===== src/hw/rtl/ksrlp_pkg.sv =====
// Shared types and constants for the three-button key scanner.
// Used by the channel interfaces and the top level; depends on nothing.
package ksrlp_pkg;

    typedef struct packed {
        logic mode;
        logic btn_one_down;
        logic btn_two_down;
        logic btn_three_down;
    } item_t;

    typedef struct packed {
        logic [2:0] key_code;
        logic       hold_pulse;
    } result_t;

    localparam int PERIOD_W = 8;
    localparam int HOLD_W   = 11;
    localparam int CODE_W   = 3;
    localparam int CFG_W    = 11;
    localparam int INDEX_W  = 1;

    localparam logic MODE_TICK = 1'b0;
    localparam logic MODE_READ = 1'b1;

    localparam logic [INDEX_W-1:0] REG_SAMPLE_PERIOD  = 1'd0;
    localparam logic [INDEX_W-1:0] REG_HOLD_THRESHOLD = 1'd1;

    localparam logic [PERIOD_W-1:0] SAMPLE_PERIOD_RST  = 8'd20;
    localparam logic [HOLD_W-1:0]   HOLD_THRESHOLD_RST = 11'd1000;
    localparam logic [HOLD_W-1:0]   HOLD_COUNT_MAX     = 11'd2047;

    localparam logic [CODE_W-1:0] KEY_NONE  = 3'd0;
    localparam logic [CODE_W-1:0] KEY_ONE   = 3'd1;
    localparam logic [CODE_W-1:0] KEY_TWO   = 3'd2;
    localparam logic [CODE_W-1:0] KEY_THREE = 3'd3;
    localparam logic [CODE_W-1:0] KEY_LONG  = 3'd4;

endpackage


===== src/hw/rtl/ksrlp_if.sv =====
// Valid/ready channel interfaces for the key scanner requests and results.
// Depends on ksrlp_pkg for the payload types.
interface ksrlp_item_if;
    logic              valid;
    logic              ready;
    ksrlp_pkg::item_t  payload;

    modport source (output valid, output payload, input ready);
    modport sink   (input valid, input payload, output ready);
endinterface

interface ksrlp_result_if;
    logic               valid;
    logic               ready;
    ksrlp_pkg::result_t payload;

    modport source (output valid, output payload, input ready);
    modport sink   (input valid, input payload, output ready);
endinterface


===== src/hw/rtl/key_scan_release_long_press.sv =====
// Three-button key scanner: long press on button three, periodic sampling,
// release latch and read-and-clear. Depends on ksrlp_pkg and ksrlp_if.
//
// Every request (tick or read) gives exactly one result. A request is taken in
// every cycle: all counter, sample and release work is one short pass of logic
// into the state registers, and the result lands in a single output register
// in the cycle after acceptance. The input stalls only while that output register
// holds a result that the sink has not taken in the same cycle.
module key_scan_release_long_press (
    input  logic                              clk,
    input  logic                              rst_n,
    ksrlp_item_if.sink                        item,
    ksrlp_result_if.source                    result,
    input  logic                              cfg_we,
    input  logic [ksrlp_pkg::INDEX_W-1:0]     cfg_index,
    input  logic [ksrlp_pkg::CFG_W-1:0]       cfg_data
);

    logic [ksrlp_pkg::PERIOD_W-1:0] sample_period_reg;
    logic [ksrlp_pkg::HOLD_W-1:0]   hold_threshold_reg;
    logic [ksrlp_pkg::PERIOD_W-1:0] tick_div_reg;
    logic [ksrlp_pkg::HOLD_W-1:0]   hold_counter_reg;
    logic [ksrlp_pkg::CODE_W-1:0]   prev_sample_reg;
    logic [ksrlp_pkg::CODE_W-1:0]   cur_sample_reg;
    logic [ksrlp_pkg::CODE_W-1:0]   pending_code_reg;
    logic                           out_valid_reg;
    ksrlp_pkg::result_t             out_data_reg;

    logic [ksrlp_pkg::PERIOD_W-1:0] tick_div_next;
    logic [ksrlp_pkg::HOLD_W-1:0]   hold_counter_next;
    logic [ksrlp_pkg::CODE_W-1:0]   prev_sample_next;
    logic [ksrlp_pkg::CODE_W-1:0]   cur_sample_next;
    logic [ksrlp_pkg::CODE_W-1:0]   pending_code_next;
    ksrlp_pkg::result_t             out_data_next;

    logic [ksrlp_pkg::PERIOD_W-1:0] tick_inc;
    logic                           take;
    logic                           accept;
    logic                           wrap;
    logic [ksrlp_pkg::CODE_W-1:0]   sample;

    assign item.ready    = !out_valid_reg || result.ready;
    assign accept        = item.valid && item.ready;
    assign result.valid  = out_valid_reg;
    assign result.payload = out_data_reg;

    always_comb
    begin
        tick_div_next     = tick_div_reg;
        hold_counter_next = hold_counter_reg;
        prev_sample_next  = prev_sample_reg;
        cur_sample_next   = cur_sample_reg;
        pending_code_next = pending_code_reg;
        out_data_next     = '0;
        wrap              = 1'b0;
        sample            = ksrlp_pkg::KEY_NONE;
        tick_inc          = tick_div_reg + 8'd1;
        take              = (tick_inc >= sample_period_reg);

        if (item.payload.mode == ksrlp_pkg::MODE_READ)
        begin
            out_data_next.key_code = pending_code_reg;
            pending_code_next      = ksrlp_pkg::KEY_NONE;
        end
        else
        begin
            // count up to threshold+1, then wrap with a pulse; also wrap at the counter's top
            if (item.payload.btn_three_down)
            begin
                if (hold_counter_reg <= hold_threshold_reg &&
                    hold_counter_reg != ksrlp_pkg::HOLD_COUNT_MAX)
                begin
                    hold_counter_next = hold_counter_reg + 11'd1;
                end
                else
                begin
                    hold_counter_next = '0;
                    wrap              = 1'b1;
                end
            end
            else
            begin
                hold_counter_next = '0;
            end
            out_data_next.hold_pulse = wrap;

            // priority sample uses the already updated hold counter
            if (item.payload.btn_one_down)
                sample = ksrlp_pkg::KEY_ONE;
            else if (item.payload.btn_two_down)
                sample = ksrlp_pkg::KEY_TWO;
            else if (item.payload.btn_three_down)
                sample = (hold_counter_next >= hold_threshold_reg) ?
                         ksrlp_pkg::KEY_LONG : ksrlp_pkg::KEY_THREE;

            if (take)
            begin
                tick_div_next    = '0;
                prev_sample_next = cur_sample_reg;
                cur_sample_next  = sample;
                if (cur_sample_reg != ksrlp_pkg::KEY_NONE &&
                    sample == ksrlp_pkg::KEY_NONE)
                    pending_code_next = cur_sample_reg;
            end
            else
            begin
                tick_div_next = tick_inc;
            end
        end
    end

    always_ff @(posedge clk or negedge rst_n)
    begin
        if (!rst_n)
        begin
            sample_period_reg  <= ksrlp_pkg::SAMPLE_PERIOD_RST;
            hold_threshold_reg <= ksrlp_pkg::HOLD_THRESHOLD_RST;
            tick_div_reg       <= '0;
            hold_counter_reg   <= '0;
            prev_sample_reg    <= ksrlp_pkg::KEY_NONE;
            cur_sample_reg     <= ksrlp_pkg::KEY_NONE;
            pending_code_reg   <= ksrlp_pkg::KEY_NONE;
            out_valid_reg      <= 1'b0;
        end
        else
        begin
            if (cfg_we)
            begin
                case (cfg_index)
                    ksrlp_pkg::REG_SAMPLE_PERIOD:
                        sample_period_reg <= cfg_data[ksrlp_pkg::PERIOD_W-1:0];
                    ksrlp_pkg::REG_HOLD_THRESHOLD:
                        hold_threshold_reg <= cfg_data[ksrlp_pkg::HOLD_W-1:0];
                    default: ;
                endcase
            end
            if (accept)
            begin
                tick_div_reg     <= tick_div_next;
                hold_counter_reg <= hold_counter_next;
                prev_sample_reg  <= prev_sample_next;
                cur_sample_reg   <= cur_sample_next;
                pending_code_reg <= pending_code_next;
                out_valid_reg    <= 1'b1;
            end
            else if (result.ready)
            begin
                out_valid_reg <= 1'b0;
            end
        end
    end

    // payload holds while the result waits
    always_ff @(posedge clk)
    begin
        if (accept)
            out_data_reg <= out_data_next;
    end

    a_read_clears: assert property (@(posedge clk) disable iff (!rst_n)
        accept && item.payload.mode == ksrlp_pkg::MODE_READ
        |=> pending_code_reg == ksrlp_pkg::KEY_NONE)
        else $error("pending code not cleared after read");

    a_release_zeroes_hold: assert property (@(posedge clk) disable iff (!rst_n)
        accept && item.payload.mode == ksrlp_pkg::MODE_TICK &&
        !item.payload.btn_three_down
        |=> hold_counter_reg == '0)
        else $error("hold counter not zeroed on release");

    a_result_exclusive: assert property (@(posedge clk) disable iff (!rst_n)
        out_valid_reg && out_data_reg.key_code != ksrlp_pkg::KEY_NONE
        |-> !out_data_reg.hold_pulse)
        else $error("read result carries a hold pulse");

    a_result_follows_accept: assert property (@(posedge clk) disable iff (!rst_n)
        accept |=> out_valid_reg)
        else $error("accepted request produced no result");

endmodule


===== src/flat_wrapper.sv =====
// flat-port wrapper written by rule: the top's interface ports become plain ports
module key_scan_release_long_press_flat 
  (clk, rst_n, cfg_we, cfg_index, cfg_data, item_valid, item_payload, item_ready, result_valid, result_payload, result_ready);
  ksrlp_item_if item_i ();
  ksrlp_result_if result_i ();
  input  logic clk;
  input  logic rst_n;
  input  logic cfg_we;
  input  logic [ksrlp_pkg::INDEX_W-1:0] cfg_index;
  input  logic [ksrlp_pkg::CFG_W-1:0] cfg_data;
  input wire logic [$bits(item_i.valid)-1:0] item_valid;
  input wire logic [$bits(item_i.payload)-1:0] item_payload;
  output wire logic [$bits(item_i.ready)-1:0] item_ready;
  output wire logic [$bits(result_i.valid)-1:0] result_valid;
  output wire logic [$bits(result_i.payload)-1:0] result_payload;
  input wire logic [$bits(result_i.ready)-1:0] result_ready;
  assign item_i.valid = item_valid;
  assign item_i.payload = item_payload;
  assign item_ready = item_i.ready;
  assign result_valid = result_i.valid;
  assign result_payload = result_i.payload;
  assign result_i.ready = result_ready;
  key_scan_release_long_press u_core (.clk(clk), .rst_n(rst_n), .item(item_i), .result(result_i), .cfg_we(cfg_we), .cfg_index(cfg_index), .cfg_data(cfg_data));
endmodule

===== config.mk =====
export PLATFORM = sky130hd
export DESIGN_NAME = key_scan_release_long_press_flat
export DESIGN_NICKNAME = d
export VERILOG_FILES = /design/src/hw/rtl/ksrlp_pkg.sv /design/src/hw/rtl/ksrlp_if.sv /design/src/hw/rtl/key_scan_release_long_press.sv /design/src/flat_wrapper.sv
export SDC_FILE = /design/constraint.sdc
export NUM_CORES = 1
export LEC_CHECK = 0
export BUFFER_PORTS_ARGS = -buffer_cell sky130_fd_sc_hd__buf_2
export CORE_MARGIN = 5
export CORE_UTILIZATION = 50
export DETAILED_ROUTE_END_ITERATION = 10
export PLACE_DENSITY = 0.72
export SLEW_MARGIN = 20
export SYNTH_ARGS = -nofsm -noshare
export SYNTH_HDL_FRONTEND = slang
export SYNTH_SLANG_ARGS = --single-unit

===== constraint.sdc =====
create_clock -name clk -period 3.2 [get_ports clk]
set_input_delay 0.48 -clock clk [delete_from_list [all_inputs] [get_ports clk]]
set_output_delay 0.48 -clock clk [all_outputs]
set_load 0.005 [all_outputs]

* Yosys cells after proc, flatten, opt, wreduce, memory -nomap -nowiden
Index checks and enable logic that the tools add are counted.
** Word-level totals
- Logic and storage cells :: 49
- Input bits :: 21
- Flip-flop bits (word level) :: 49
- Output and inout port bits :: 6
** Cells by class
- Eq/ne operators :: 1
- Order comparisons :: 3
- Reduce and logical (&&, ||, !) cells :: 16
- $add $sub $neg :: 2
- Muxes and demuxes :: 15
- Bitwise operators :: 3
** Operators with widths (count)
- two-way mux 11 bit :: 3
- two-way mux 3 bit :: 8
- adder 11 x 1 -> 11 bit (second input constant) :: 1
- greater-or-equal comparator 11 bit :: 1
- less-or-equal comparator 11 bit :: 1
- != test 11 bit (second input constant) :: 1
- adder 8 x 1 -> 8 bit (second input constant) :: 1
- greater-or-equal comparator 8 bit :: 1
- two-way mux 8 bit :: 1
- AND reduction 2 bit :: 3
- AND reduction 3 bit :: 2
- nonzero test 2 bit :: 3
- logical AND 1 bit :: 3
- logical NOT 3 bit :: 1
- two-way mux 1 bit :: 3
- inverter 1 bit :: 3
- nonzero test 3 bit :: 1
- OR reduction 2 bit :: 1
- logical NOT 1 bit :: 1
- logical OR 1 bit :: 1

* Depth between registers and ports, before layout
- Depth in word-level cells :: 16
- Depth in mapped cells :: 18
- Gate-level depth less buffers :: 16

* Worst setup path before layout
Ideal clock, no wire load.
- Path kind :: register to register
- From :: register u_core.hold_counter_reg[1] in the netlist's numbering
- To :: register u_core.cur_sample_reg[1] in the netlist's numbering
- Cell stages (with the launch flop) :: 18
- Data required time :: 3105 ps
- Path slack :: -66 ps
- Library setup time :: 95 ps
- Arrival :: 3171 ps
- Buffers on the path :: 2
- Clock period less this slack :: 3266 ps
- Cell sequence :: dfrtp_1 ha_1 nor2b_1 o211a_1 o311a_1 o21bai_2 nand2_4 buf_8 buf_6 nor2_1 ha_1 a21o_1 a21o_1 a21oi_1 nand2_1 a31oi_1 a21oi_1 o31ai_1
** Between the ends
- Cells in the longest elaborated chain, start to end :: 11
- Elaborated cells between the ends (all ways) :: 13
- Those cells by class :: add/sub: 1; order compare: 2; eq/ne: 1; mux: 8; reduce/logical: 1
** RTL lines
- start, declared :: RTL line key_scan_release_long_press.sv:22 : logic [ksrlp_pkg::HOLD_W-1:0] hold_counter_reg;
- start signal, assigned :: RTL line key_scan_release_long_press.sv:140 : hold_counter_reg <= hold_counter_next;
- less-or-equal comparator 11 bit or != test 11 bit (tied branches) :: RTL line key_scan_release_long_press.sv:70, key_scan_release_long_press.sv:71
- logical AND 1 bit :: RTL line key_scan_release_long_press.sv:70 : if (hold_counter_reg <= hold_threshold_reg &&
- two-way mux 11 bit * :: RTL line key_scan_release_long_press.sv:70
- two-way mux 11 bit * :: RTL line key_scan_release_long_press.sv:68 : if (item.payload.btn_three_down)
- two-way mux 11 bit * :: RTL line key_scan_release_long_press.sv:60 : if (item.payload.mode == ksrlp_pkg::MODE_READ)
- greater-or-equal comparator 11 bit * :: RTL line key_scan_release_long_press.sv:93 : sample = (hold_counter_next >= hold_threshold_reg) ?
- two-way mux 3 bit * :: RTL line key_scan_release_long_press.sv:93
- two-way mux 3 bit * :: RTL line key_scan_release_long_press.sv:92 : else if (item.payload.btn_three_down)
- two-way mux 3 bit * :: RTL line key_scan_release_long_press.sv:90 : else if (item.payload.btn_two_down)
- two-way mux 3 bit * :: RTL line key_scan_release_long_press.sv:88 : if (item.payload.btn_one_down)
- two-way mux 3 bit * :: RTL line key_scan_release_long_press.sv:60
- end signal, assigned :: RTL line key_scan_release_long_press.sv:121 : cur_sample_reg <= ksrlp_pkg::KEY_NONE;
- end signal, assigned :: RTL line key_scan_release_long_press.sv:142 : cur_sample_reg <= cur_sample_next;
- end, declared :: RTL line key_scan_release_long_press.sv:24 : logic [ksrlp_pkg::CODE_W-1:0] cur_sample_reg;
Mark *: on every way between the ends. The rest lies on a longest branch, timed or not. The select of a mux whose other input is x is not followed.
A chain may end at the register's enable or synchronous reset.

* Worst setup path in the final report
- From :: register u_core.hold_threshold_reg[1] in the netlist's numbering
- To :: register u_core.cur_sample_reg[1] in the netlist's numbering
** Between the ends
- Cells in the longest elaborated chain, start to end :: 11
** RTL lines
- start, declared :: RTL line key_scan_release_long_press.sv:20 : logic [ksrlp_pkg::HOLD_W-1:0] hold_threshold_reg;
- start signal, assigned :: RTL line key_scan_release_long_press.sv:117 : hold_threshold_reg <= ksrlp_pkg::HOLD_THRESHOLD_RST;
- start signal, assigned :: RTL line key_scan_release_long_press.sv:133 : hold_threshold_reg <= cfg_data[ksrlp_pkg::HOLD_W-1:0];
- less-or-equal comparator 11 bit :: RTL line key_scan_release_long_press.sv:70
- logical AND 1 bit :: RTL line key_scan_release_long_press.sv:70
- two-way mux 11 bit :: RTL line key_scan_release_long_press.sv:70
- two-way mux 11 bit :: RTL line key_scan_release_long_press.sv:68
- two-way mux 11 bit :: RTL line key_scan_release_long_press.sv:60
- greater-or-equal comparator 11 bit * :: RTL line key_scan_release_long_press.sv:93
- two-way mux 3 bit * :: RTL line key_scan_release_long_press.sv:93
- two-way mux 3 bit * :: RTL line key_scan_release_long_press.sv:92
- two-way mux 3 bit * :: RTL line key_scan_release_long_press.sv:90
- two-way mux 3 bit * :: RTL line key_scan_release_long_press.sv:88
- two-way mux 3 bit * :: RTL line key_scan_release_long_press.sv:60
Marks and branches as above.

==> key figures <==
Run status
  • Outcome: finished with violations
  • Failing checks: setup timing

Timing
  • Max_slew headroom: 63.1%
  • Post-Route Hold Slack: 0.164 ns
  • Max Freq: 311 MHz
  • Hold Violations, Final: 0
  • Final slew viol count: 0
  • Clock skew: 0.0106 ns
  • Period utilization: 100%
  • Finish-stage setup viols: 1
  • Worst-margin pin slew: 0.540 ns
  • Final Critical Period: 3.21 ns
  • Unrepaired setup endpoints after global routing: true
  • Final WS setup: -0.0113 ns

GRT
  • Largest net degree at the start of global routing: 46
  • Vias in the first global route: 2,415
  • First-pass GRT wire length: 11.1 mm
  • Antenna violations before repair: 0
  • GRT Total Usage: 18.0%
  • GRT overflow: 0

Layout
  • Layout cells sized above 1: 30.7%
  • Layout area overhead: 21.2%
  • Fin cells: 440
  • # diodes: 0
  • Fillers: 476
  • Final nets: 417

Floorplan
  • Core area: 5960 µm²
  • Rows: 28
  • Die width: 88.5 µm
  • Initial core utilization: 51.7%
  • Die area: 7830 µm²
  • Top-Level Pins: 27
  • Die Y: 88.5 µm

Yosys
  • Most frequent cell after synthesis: dfrtp_1
  • Net Count, Synth: 373
  • Syn Inst Count: 320
  • Yosys top cell area share: 30.1%
  • Seq cells post-synth: 49
  • Mapped Avg Cell Area: 9.62 µm²
  • Dominant cells by area after synthesis: dfrtp_1 30%, ha_1 13%, dfstp_2 6.8%, mux2_2 4.8%, nand2_1 4.4%
  • Post-Syn Area: 3080 µm²
  • Commonest cells post-synth: 37 x dfrtp_1, 36 x nand2_1, 32 x ha_1
  • Post-synth EDFFs: 4
  • Seq/Total Area, Yosys: 40.8%
  • Ys flop type: dfrtp_1
  • Unique cell type count in the Yosys netlist: 51
  • Synth warnings: 0
  • Synth area leader: dfrtp_1
  • Post-synthesis async set-or-reset flop share: 91.8%

Setup path
  • Startpoint Class: register
  • Crit Path Class: reg2reg
  • CP cell instances: inv_2 > ha_4 > nor2b_4 > o211a_1 > o311a_1 > o21bai_4 > nand2_8 > buf_6 > nor2_2 > ha_1 > nor2_2 > nor2_2 > o21ai_0 > nand2_1 > a31oi_4 > a21oi_2 > o31ai_1
  • Crit path max-delay family: compound AO/OA/AOI/OAI gates
  • Arrival time worst endpoint: 3.42 ns
  • Crit-path max cell delay: 0.40 ns
  • Buf+Inv Stages, Crit Path: 2
  • Worst setup EP type: register
  • Slowest cell on crit path: dfrtp_1
  • Worst-path maximum fanout: 6
  • Crit-path most repeated cell: nor2_2
  • CP Data Required Time: 3.41 ns

Routing
  • ANT nets after route: 0
  • Routed len/inst: 15.9 µm
  • Vias: 2,476
  • 1st-pass router iterations: 4
  • Total Wirelength: 7.00 mm
  • Initial DRC count: 108
  • Avg Vias per Cell: 5.63
  • Drt drc: 0

Power
  • Overall power: 1.84 mW
  • LEAKAGE: 1.76 nW
  • Peak supply drop: 369 µV
  • Total power per unit cell area: 494 nW/µm²

Clocking
  • Clk buf depth: 2
  • Sink Count: 49
  • Clock tree from TritonCTS: yes
  • Root buf cell: clkbuf_8
  • Clock insertion delay at the later pin of the skew report: 0.30 ns
  • Clock slew at reported path FFs: 0.09 ns
  • H-Tree Depth: 2
  • Num CTS Buffers: 5

Run
  • Maxcap violations: 0

Hold path
  • Min-Delay Path Class: in2async

Place
  • Placed Cells: 426
  • RePlAce Congestion: 0.849
  • Port Buffer Count: 26
  • Dpl hpwl: 4.87 mm
## metrics by stage
| step | utilization, % | cell area (µm²) | setup slack (ns) | setup TNS, ns |
|---|---|---|---|---|
| final | 62.6 | 3730 | -0.0113 | -0.0113 |
| after global routing | 62.6 | 3730 | -0.116 | -0.170 |
| after CTS | 58.7 | 3500 | 0.00260 | 0 |
| after detailed placement | 56.3 | 3350 | -0.0376 | -0.0376 |
| after global placement | 56.3 | 3350 | 0.0685 | 0 |
| after floorplan | - | 3080 | 0.00301 | 0 |
## final timing paths
check / from / endpoint / slack [ns] / cells after the start
max: u_core.hold_threshold_reg[1] / u_core.cur_sample_reg[1] / -0.01 / 17
min: rst_n / u_core.hold_counter_reg[7] / 0.16 / 1
max reg2reg: u_core.hold_threshold_reg[1] / u_core.cur_sample_reg[1] / -0.01 / 17
min reg2reg: u_core.hold_threshold_reg[4] / u_core.hold_threshold_reg[4] / 0.51 / 1
max in group asynchronous: rst_n / u_core.tick_div_reg[4] / 2.64 / 1
min in group clk: item_valid / u_core.result.valid / 0.37 / 2
## metal layers
| layer | routed length (µm) | global-route usage, % | part of all wire, % |
|---|---|---|---|
| met5 | 0 | 0 | 0 |
| met4 | 74 | 3.30 | 1.1 |
| met1 | 3120 | 25.5 | 45 |
| met3 | 477 | 4.00 | 6.8 |
| met2 | 3320 | 28.9 | 47 |
## power by group
part | switching (mW) | internal [mW] | total (mW)
Sequential | 0.0998 | 0.743 | 0.842
Combinational | 0.296 | 0.265 | 0.561
Clock | 0.207 | 0.232 | 0.440
Total | 0.604 | 1.24 | 1.84
## cell families after synthesis
logic type | synth area share (%)
buffers and inverters | 4.47
and+or+nand+nor | 17.4
muxes | 4.76
AOI/OAI and AO/OA | 15.6
adders and majority gates | 13.0
DFF | 40.8
xor gates and xnor gates | 3.98
## cells in the final DEF, fill, tap and decap left out, types with 7 or more instances in the layout
master    n
a22o_1    7
buf_2    25
buf_4    19
dfrtp_1  37
dfstp_2   8
ha_1     24
ha_4      8
inv_1    18
mux2_2   13
nand2_1  36
nand3_1   7
nor2_1   18
o21ai_0  10
o21ai_1  21
xnor2_1   8
## final cells by class
class | count | area, µm² | area share (%)
Tap cell | 75 | 93.8 | 2.52
Multi-Input combinational cell | 240 | 1900 | 51.1
Timing Repair Buffer | 45 | 279 | 7.48
Sequential cell | 49 | 1260 | 33.7
Clock buffer | 6 | 72.6 | 1.95
Inverter | 23 | 88.8 | 2.38
Clock inverter | 2 | 35.0 | 0.939
## timing repair
action | CTS | global route
setup endpoints to repair | 1 | 3
gates cloned | 0 | 0
hold endpoints to repair | 0 | 0
pin swaps | 2 | 21
resized for setup | 4 | 42
hold buffers | 0 | 0
setup buffers | 3 | 3
(Power assumes the default switching activity.)
